[config.mk]
export PLATFORM = sky130hd
export DESIGN_NAME = gf2_polynomial_mul_div_mod
export DESIGN_NICKNAME = d
export VERILOG_FILES = /design/src/hw/rtl/gf2pm_pkg.sv /design/src/hw/rtl/gf2_polynomial_mul_div_mod.sv /design/src/hw/rtl/gf2pm_alu.sv
export SDC_FILE = /design/constraint.sdc
export NUM_CORES = 1
export LEC_CHECK = 0
export BUFFER_PORTS_ARGS = -buffer_cell sky130_fd_sc_hd__buf_2
export CAP_MARGIN = 20
export CORE_ASPECT_RATIO = 2
export CORE_UTILIZATION = 52
export DETAILED_ROUTE_END_ITERATION = 6
export PLACE_DENSITY = 0.75
export SKIP_LAST_GASP = 1
export SYNTH_ARGS = -nofsm -noshare
export SYNTH_HDL_FRONTEND = slang
export SYNTH_SLANG_ARGS = --single-unit
[constraint.sdc]
create_clock -name clock -period 5.9 [get_ports clock]
set_input_delay 0.885 -clock clock [delete_from_list [all_inputs] [get_ports clock]]
set_output_delay 0.885 -clock clock [all_outputs]
set_load 0.01 [all_outputs]
[src/hw/rtl/gf2pm_pkg.sv]
package gf2pm_pkg;

   localparam int unsigned WORD_BITS = 64;
   localparam int unsigned HIGH_BITS = 63;
   localparam int unsigned DATA_BITS = 128;

   typedef enum logic [1:0] {
      OP_MUL  = 2'd0,
      OP_QUOT = 2'd1,
      OP_REM  = 2'd2,
      OP_NONE = 2'd3
   } op_type;

   typedef enum logic [2:0] {
      ST_IDLE = 3'b001,
      ST_RUN  = 3'b010,
      ST_DONE = 3'b100
   } state_type;

   typedef struct packed {
      logic load;
      logic step;
      logic divide;
   } alu_ctl_type;

endpackage

[src/hw/rtl/gf2_polynomial_mul_div_mod.sv]
// Polynomial arithmetic over GF(2): carryless multiply, quotient and remainder of the
// low POLY_BITS bits of two operands, one result transaction per request transaction.
// A request is worked through by a single shift-and-xor unit that handles one
// coefficient per cycle; the result of multiply, quotient or remainder is then loaded
// into the output register. No new request is taken until the current one has been
// loaded there. A zero divisor or operation code 3 skips the loop. The result register
// lets the next request be accepted while the previous result waits to be taken.
module gf2_polynomial_mul_div_mod #(
   parameter int unsigned POLY_BITS = 64
) (
   input  logic                           clock,
   input  logic                           reset,
   input  logic                           req_tvalid,
   output logic                           req_tready,
   // operand_a, operand_b
   input  logic [gf2pm_pkg::DATA_BITS-1:0] req_tdata,
   // req_type
   input  logic [1:0]                     req_tuser,
   output logic                           rsp_tvalid,
   input  logic                           rsp_tready,
   // result_low, result_high, one zero pad bit
   output logic [gf2pm_pkg::DATA_BITS-1:0] rsp_tdata,
   // divide_by_zero
   output logic [0:0]                     rsp_tuser
);
   import gf2pm_pkg::*;

   localparam int unsigned CNT_BITS = $clog2(POLY_BITS);

   state_type             state_ff, state_in;
   logic [CNT_BITS-1:0]   cnt_ff, cnt_in;
   op_type                op_ff, op_in;
   logic                  dz_ff, dz_in;
   logic                  zero_ff, zero_in;
   logic                  rsp_valid_ff, rsp_valid_in;
   logic [DATA_BITS-1:0]  rsp_data_ff, rsp_data_in;
   logic                  rsp_dz_ff, rsp_dz_in;

   logic                  accept;
   logic                  load_out;
   op_type                req_op;
   logic [POLY_BITS-1:0]  a_in;
   logic [POLY_BITS-1:0]  b_in;
   alu_ctl_type           ctl;
   logic [2*POLY_BITS-1:0] acc;
   logic [POLY_BITS-1:0]  quot;
   logic [DATA_BITS-1:0]  prod_ext;
   logic [DATA_BITS-1:0]  result;

   assign req_tready = (state_ff == ST_IDLE);
   assign accept     = req_tvalid && req_tready;
   assign req_op     = op_type'(req_tuser);
   assign a_in       = req_tdata[POLY_BITS-1:0];
   assign b_in       = req_tdata[WORD_BITS +: POLY_BITS];
   assign load_out   = (state_ff == ST_DONE) && (!rsp_valid_ff || rsp_tready);

   assign ctl.load   = accept;
   assign ctl.step   = (state_ff == ST_RUN);
   assign ctl.divide = (op_ff != OP_MUL);

   gf2pm_alu #(
      .POLY_BITS(POLY_BITS)
   ) u_alu (
      .clock (clock),
      .ctl   (ctl),
      .a_in  (a_in),
      .b_in  (b_in),
      .acc   (acc),
      .quot  (quot)
   );

   always_comb begin
      state_in = state_ff;
      cnt_in   = cnt_ff;
      op_in    = op_ff;
      dz_in    = dz_ff;
      zero_in  = zero_ff;
      case (state_ff)
         ST_IDLE: begin
            if (accept) begin
               op_in    = req_op;
               dz_in    = ((req_op == OP_QUOT) || (req_op == OP_REM)) && (b_in == '0);
               zero_in  = dz_in || (req_op == OP_NONE);
               cnt_in   = CNT_BITS'(POLY_BITS - 1);
               state_in = zero_in ? ST_DONE : ST_RUN;
            end
         end
         ST_RUN: begin
            cnt_in = cnt_ff - 1'b1;
            if (cnt_ff == '0) begin
               state_in = ST_DONE;
            end
         end
         ST_DONE: begin
            if (load_out) begin
               state_in = ST_IDLE;
            end
         end
         default: begin
            state_in = ST_IDLE;
         end
      endcase
   end

   always_comb begin
      prod_ext = DATA_BITS'(acc);
      result   = '0;
      if (!zero_ff) begin
         case (op_ff)
            OP_MUL:  result = {1'b0, prod_ext[WORD_BITS+HIGH_BITS-1:0]};
            OP_QUOT: result = {{WORD_BITS{1'b0}}, WORD_BITS'(quot)};
            OP_REM:  result = {{WORD_BITS{1'b0}}, WORD_BITS'(acc[POLY_BITS-1:0])};
            default: result = '0;
         endcase
      end
   end

   always_comb begin
      rsp_valid_in = rsp_valid_ff;
      rsp_data_in  = rsp_data_ff;
      rsp_dz_in    = rsp_dz_ff;
      if (load_out) begin
         rsp_valid_in = 1'b1;
         rsp_data_in  = result;
         rsp_dz_in    = dz_ff;
      end else if (rsp_tready) begin
         rsp_valid_in = 1'b0;
      end
   end

   always_ff @(posedge clock) begin
      if (reset) begin
         state_ff     <= ST_IDLE;
         cnt_ff       <= '0;
         rsp_valid_ff <= 1'b0;
      end else begin
         state_ff     <= state_in;
         cnt_ff       <= cnt_in;
         rsp_valid_ff <= rsp_valid_in;
      end
      op_ff       <= op_in;
      dz_ff       <= dz_in;
      zero_ff     <= zero_in;
      rsp_data_ff <= rsp_data_in;
      rsp_dz_ff   <= rsp_dz_in;
   end

   assign rsp_tvalid   = rsp_valid_ff;
   assign rsp_tdata    = rsp_data_ff;
   assign rsp_tuser[0] = rsp_dz_ff;

endmodule

[src/hw/rtl/gf2pm_alu.sv]
module gf2pm_alu #(
   parameter int unsigned POLY_BITS = 64
) (
   input  logic                     clock,
   input  gf2pm_pkg::alu_ctl_type   ctl,
   input  logic [POLY_BITS-1:0]     a_in,
   input  logic [POLY_BITS-1:0]     b_in,
   output logic [2*POLY_BITS-1:0]   acc,
   output logic [POLY_BITS-1:0]     quot
);
   import gf2pm_pkg::*;

   logic [2*POLY_BITS-1:0] acc_ff, acc_in;
   logic [POLY_BITS-1:0]   quot_ff, quot_in;
   logic [POLY_BITS-1:0]   a_ff, a_in_next;
   logic [POLY_BITS-1:0]   b_ff, b_in_next;
   logic [POLY_BITS-1:0]   top_ff, top_in;
   logic [POLY_BITS-1:0]   smear;
   logic [2*POLY_BITS-1:0] shifted;
   logic                   hit;

   // One-hot mask of the divisor's leading coefficient.
   always_comb begin
      smear = b_in >> 1;
      for (int k = 1; k < POLY_BITS; k = k * 2) begin
         smear = smear | (smear >> k);
      end
      top_in = b_in & ~smear;
   end

   // The shared shift-and-xor step serves both the product and the long division.
   always_comb begin
      shifted = {acc_ff[2*POLY_BITS-2:0], ctl.divide ? a_ff[POLY_BITS-1] : 1'b0};
      hit     = ctl.divide ? (|(shifted[POLY_BITS-1:0] & top_ff)) : a_ff[POLY_BITS-1];
      acc_in    = acc_ff;
      quot_in   = quot_ff;
      a_in_next = a_ff;
      b_in_next = b_ff;
      if (ctl.load) begin
         acc_in    = '0;
         quot_in   = '0;
         a_in_next = a_in;
         b_in_next = b_in;
      end else if (ctl.step) begin
         acc_in    = shifted ^ (hit ? {{POLY_BITS{1'b0}}, b_ff} : '0);
         quot_in   = {quot_ff[POLY_BITS-2:0], hit};
         a_in_next = {a_ff[POLY_BITS-2:0], 1'b0};
      end
   end

   always_ff @(posedge clock) begin
      acc_ff  <= acc_in;
      quot_ff <= quot_in;
      a_ff    <= a_in_next;
      b_ff    <= b_in_next;
      if (ctl.load) begin
         top_ff <= top_in;
      end
   end

   assign acc  = acc_ff;
   assign quot = quot_ff;

endmodule

==> results of run 1 <==
## worst max path at each step
| stage | startpoint | endpoint | slack (ns) | cells after the start |
|---|---|---|---|---|
| 2_1_floorplan | req_tvalid | dz_ff$_DFFE_PP_ | 0.26 | 4 |
| 3_5_place_dp | op_ff[0]$_DFFE_PP_ | u_alu.acc[0]$_SDFFE_PP0P_ | 2.00 | 8 |
| 6_report | op_ff[0]$_DFFE_PP_ | u_alu.acc[0]$_SDFFE_PP0P_ | 1.89 | 8 |
| 4_1_cts | op_ff[0]$_DFFE_PP_ | u_alu.acc[0]$_SDFFE_PP0P_ | 1.96 | 8 |
| 3_3_place_gp | op_ff[0]$_DFFE_PP_ | u_alu.acc[0]$_SDFFE_PP0P_ | 2.07 | 8 |
| 5_1_grt | op_ff[0]$_DFFE_PP_ | u_alu.acc[0]$_SDFFE_PP0P_ | 1.73 | 8 |
## cells by family after synthesis
family	after synthesis	share of synthesized area [%]
adders and majority gates	3	0.1738
other	1	0.01736
buffers and inverters	150	2.636
and+or+nand+nor	1089	25.55
AOI/OAI and AO/OA	339	8.087
DFF	524	63.53
## where the power goes
part / internal (uW) / switching [uW] / leakage [uW] / total [uW]
clock network: 1930 / 1330 / 0.000778 / 3270
registers: 4060 / 97.7 / 0.00474 / 4160
logic: 160 / 413 / 0.00382 / 572
## final cells by class
cell class	count	area, um2
fill	3397	16040
sequential	524	13720
multi-input combinational	1432	7351
timing repair buffer	281	1496
clock buffer	54	1191
tap	535	669.4
clock inverter	29	447.9
inverter	15	63.81
antenna	2	5.005
## worst register-to-register path: stages (launching register included)
cell and delay [ns]:
edfxtp_1 0.92, nor2_1 0.28, nand4b_1 0.26, nor4_1 0.49, nand4_1 0.14, or4_2 1.04
buf_4 0.41, o31a_1 0.36, nand3_1 0.07
## placed cells by master, fill, tap and decap left out, types with 5 or more instances in the layout
master / n
o21ai_0: 253
clkbuf_16: 46
inv_1: 13
nand4b_1: 64
buf_4: 15
and3_1: 18
nor2_1: 35
dfxtp_1: 201
and4b_1: 6
a21oi_1: 71
or4_1: 6
clkinv_1: 5
nor3b_1: 6
nor4b_1: 10
and2_1: 72
nand3_1: 69
nand3b_1: 66
nand2b_1: 68
nor3_1: 19
bufinv_16: 11
clkinvlp_4: 6
buf_2: 263
clkbuf_1: 7
nor4_1: 15
and3b_1: 6
nand4_1: 31
nand2_1: 576
edfxtp_1: 323
## flip-flops by register name, summed over array words and instances (netlist names)
name	cells
u_alu.b_ff	63
cnt_ff	6
rsp_tvalid	1
rsp_tuser	1
u_alu.acc	127
dz_ff	1
u_alu.quot	64
op_ff	2
u_alu.top_ff	64
zero_ff	1
rsp_tdata	127
state_ff	3
u_alu.a_ff	64
## stage by stage
stage	utilization [%]	hold WS, ns	cells	worst slack [ns]
detailed placement	56.74	0.4478	2785	2.001
floorplan	-	0.4003	2106	0.2550
global route	60.86	0.4835	2872	1.728
finish	60.86	0.4529	2872	1.895
global placement	56.74	0.4470	2785	2.067
CTS	60.74	0.4573	2868	1.962
## layer usage
layer | track usage [%] | vias up | wire length [um]
met5 | 0 | - | 8
met4 | 14.99 | 2 | 3274
met3 | 3.595 | 145 | 2952
met2 | 42.83 | 610 | 26520
met1 | 28.83 | 7610 | 20100
li1 | - | 7789 | -
==> results.ini, run 1 <==
[clock_network]
ctsResizeCount=0
tritoncts=done
cts_hold_buf=0
numCtsBuffers=45
clkLatencyLatePin_ns=0.57
cts-root-buf=clkbuf_16
numClockSinks=524
post-cts-setup-buffers=0
cts_buffer_depth=3
cts.reportedPaths.clkPinSlew_ns=0.07
htreeDepth=2

[min_path]
worstHoldStart=u_alu.acc[126]$_SDFFE_PP0P_
hold_end=u_alu.acc[126]$_SDFFE_PP0P_
whs_path_depth=2
worstHoldPathType=flop to flop

[status]
status=finished clean

[yosys]
synth_commonest_cells=nand2_1 (578), edfxtp_1 (323), o21ai_0 (253)
synth_cell_types=48
ys_seq_area_share_pct=63.53
yosysTopAreaCellShare_pct=44.91
async_flop_share_pct=0
netlist.top_cell.by_area=edfxtp_1
synth.area.top_cells=edfxtp_1 (45%), dfxtp_1 (19%), nand2_1 (10%)
yosysWarningCount=0
syn_area_per_cell_um2=10.26
yosys_most_used_dff=edfxtp_1
synth_area_um2=21600
synth-seq-cells=524
synthCells=2106
synth_edf_count=323
synth_nets=2243
synth.most_common_cell=nand2_1

[sta]
tns_ns=0
skew_ns=0.02360
relSlewSlack_pct=35.89
drv_slew=0
timing.fmax_ghz=0.2497
setup_viol=0
timing.final.hold_violations=0
min_period_ns=4.005
worst_pin_slew_ns=0.9616
min_period_over_period_pct=67.89
rsz0062_at_grt=no

[global_route]
grt_remaining_overflow=0
globalRouteTotalUtil_pct=24.72
grt_max_degree=167
grt_pass1_vias=15308
grt_antenna_before_repair=3
grt_pass1_wl_um=82740

[routing]
route.detailed.drc=0
num_vias=16156
dr.pass1.iters=5
drtIter0Drc=1270
ant_nets=0
wl_per_cell_um=18.41
drt_wl_total_um=52860
viasPerCell=5.625

[floorplanning]
chipWidth_um=146.1
ios=265
dieArea_um2=42410
fp-row-count=105
initial_core_util_pct=52.70
core_area_um2=40990
die_y_um=290.2

[power]
power_uw=7997
vdd_ir_drop_max_v=0.0003230
powerDensity_nw_per_um2=320.6
p_leak_uw=0.009345

[setup_path]
rr_startpoint=op_ff[0]$_DFFE_PP_
worstPathRequired_ns=6.41
cpPeakStageDelay_ns=1.04
start_kind=flop
r2r_slack_ns=1.89
timing.rr.end=u_alu.acc[0]$_SDFFE_PP0P_
crit_slowest_cell=or4_2
rr_worst_depth=8
worstPathArrival_ns=4.52
critical_path.top_delay_family=simple AND/OR/NAND/NOR gates
cp_num_buf_inv=1
worstPathMaxFanout=40
setup.worst_path.class=flop to flop
crit_chain=nor2_1, nand4b_1, nor4_1, nand4_1, or4_2, buf_4, o31a_1, nand3_1
crit_path_end_kind=flop

[placement]
place_area_um2=23260
dp_hpwl_um=36060
numPortBuffers=263
place.gp.congestion=0.9608

[final_layout]
area_growth_pct=15.50
drive_gt1_share_pct=15.80
final_cell_area_um2=24950
nNetsFinal=2436

[job]
cap_violations=0

(Power assumes the default switching activity.)
==> run 2, diff against run 1 <==
Settings changed: ABC_AREA from default to 1, CORE_UTILIZATION 52 to 58, PLACE_DENSITY 0.75 to 0.8.
Clock period 5.9 ns to 3.7 ns, I/O delays scaled along.
==> results.ini, run 2 <==
[yosys]
synthCells=2183
synthSimpleGateAreaFrac_pct=20.43
syn_area_per_cell_um2=9.710
yosysWarningCount=0
synth_top_family_by_area=simple AND/OR/NAND/NOR gates
synth_compound_area_share_pct=7.236
synth_edf_count=323
synth-seq-cells=524
synth_cell_types=34
synth_mux_area_share_pct=0
synth_commonest_cells=nand2_1 (507), edfxtp_1 (323), inv_1 (281)
async_flop_share_pct=0
ys_seq_area_share_pct=64.74
netlist.top_cell.by_area=edfxtp_1
synth.most_common_cell=nand2_1
synth_area_um2=21200
yosysTopAreaCellShare_pct=45.76
synth.area.top_cells=edfxtp_1 (46%), dfxtp_1 (19%), nand2_1 (9.0%)
synthAdderAreaFrac_pct=0.1771
yosys_most_used_dff=edfxtp_1
synth_nets=2320
synth_xor_area_share_pct=0

[floorplanning]
die_y_um=272.4
ios=265
core_area_um2=35930
initial_core_util_pct=59.00
dieArea_um2=37360
fp-row-count=98
chipWidth_um=137.2

[routing]
ant_nets=0
route.detailed.drc=0
drtIter0Drc=1001
viasPerCell=5.631
dr.pass1.iters=7
drt_wl_total_um=50060
num_vias=16284
wl_per_cell_um=17.31

[min_path]
worstHoldPathType=input pin to flop

[clock_network]
numClockSinks=524
cts.reportedPaths.clkPinSlew_ns=0.07
cts-root-buf=clkbuf_16
cts_buffer_depth=3
clkLatencyLatePin_ns=0.57
post-cts-setup-buffers=0
cts_hold_buf=0
htreeDepth=2
numCtsBuffers=44
ctsResizeCount=0
tritoncts=done

[global_route]
grt_pass1_wl_um=78830
grt_antenna_before_repair=16
grt_pass1_vias=16143
globalRouteTotalUtil_pct=27.15
grt_remaining_overflow=0
grt_max_degree=198

[power]
powerDensity_nw_per_um2=544.6
p_leak_uw=0.009138
p_sw_share_pct=26.89
internal_power_uw=9694
vdd_ir_drop_max_v=0.0005104
pwr-share-seq_pct=51.4
combPwrFrac_pct=13.8
switching_power_uw=3566
power_frac_clock_pct=34.8

[sta]
tns_ns=0
worst_pin_slew_ns=1.299
relSlewSlack_pct=13.42
min_period_over_period_pct=67.33
setup_viol=0
min_period_ns=2.491
timing.final.hold_violations=0
hold_slack_ns=0.1866
drv_slew=0
rsz0062_at_grt=no
timing.fmax_ghz=0.4014
skew_ns=0.02239
fin_ws_ns=1.209

[setup_path]
crit_chain=nor2_2, nor2_1, nand2_1, nand2_1, nor2_1, nand2_1, nor2_1, nand2_4, buf_16, nand3_1, nand2_1, nand3_1, o21ai_0
worstPathArrival_ns=2.92
worstPathMaxFanout=67
cp_num_buf_inv=1
critical_path.top_delay_family=simple AND/OR/NAND/NOR gates
setup.worst_path.class=flop to flop
worstPathRequired_ns=4.13
start_kind=flop
cpPeakStageDelay_ns=0.44
crit_path_end_kind=flop
path_common_cell=nand2_1
crit_slowest_cell=edfxtp_1

[status]
status=finished clean

[final_layout]
nNetsFinal=2530
fillerInstances=2718
area_growth_pct=14.86
final_common_cell=nand2_1
layout_common_cells=nand2_1 (504), edfxtp_1 (323), inv_1 (280), buf_2 (263), dfxtp_1 (201)
drive_gt1_share_pct=15.77
final_cell_area_um2=24350

[placement]
place_ws_ns=1.210
place_area_um2=22870
place.gp.congestion=0.8862
dp_hpwl_um=34110
numPortBuffers=263

[job]
cap_violations=0

run 2: cell types whose count changed in the layout (fill, tap and decap cells not counted), moves of 70 or more:
cell	change
and2_1	-70
nand3_1	+85
inv_1	+267
o21ai_0	-239
nand2_1	-72
nor3_1	+76
o22ai_1	+125
run 2: final timing paths:
path | from | endpoint | slack, ns | depth (start not counted)
max | op_ff[1]$_DFFE_PP_ | u_alu.acc[2]$_SDFFE_PP0P_ | 1.21 | 13
max reg2reg | op_ff[1]$_DFFE_PP_ | u_alu.acc[2]$_SDFFE_PP0P_ | 1.21 | 13
min | req_tdata[125] | u_alu.b_ff[61]$_DFFE_PP_ | 0.19 | 1
min reg2reg | dz_ff$_DFFE_PP_ | rsp_tuser$_DFFE_PP_ | 0.42 | 0
run 2: final cells by class:
type,instances,area [um2],share of cell area [%]
clock inverters,18,135.1,0.5550
repair buffers,282,1549,6.362
inverters,286,1074,4.409
flip-flops and latches,524,13720,56.36
diodes,13,32.53,0.1336
multi-input cells,1255,5962,24.49
clock buffers,64,1309,5.375
well taps,450,563.0,2.313
run 2: logic make-up after synthesis:
logic type	after synthesis
and+or+nand+nor	978
DFF	524
buffers and inverters	404
AOI/OAI and AO/OA	273
adders and majority gates	3
other	1
run 2: per-layer routing:
| layer | track usage [%] | vias to the layer above | share of wire, % |
|---|---|---|---|
| li1 | - | 7863 | - |
| met2 | 49.63 | 565 | 53 |
| met1 | 28.22 | 7677 | 35 |
| met3 | 4.448 | 171 | 5.2 |
| met4 | 16.86 | 8 | 5.9 |
| met5 | 0 | - | 0.11 |
run 2: power groups by stage:
stage,sequential [uW],clock (uW),combinational (uW)
final,6810,4620,1830
after global routing,6840,4880,2050
after global placement,6920,0,1700
after CTS,6810,4690,1820
after detailed placement,6930,0,1810
after floorplan,6890,0,1340
run 2: per-stage QoR:
stage / power [uW] / cells / utilization (%)
6_report: 13260 / 2892 / 67.77
3_5_place_dp: 8747 / 2797 / 63.66
5_1_grt: 13780 / 2891 / 67.76
3_3_place_gp: 8618 / 2795 / 63.51
2_1_floorplan: 8231 / 2183 / -
4_1_cts: 13310 / 2879 / 67.68
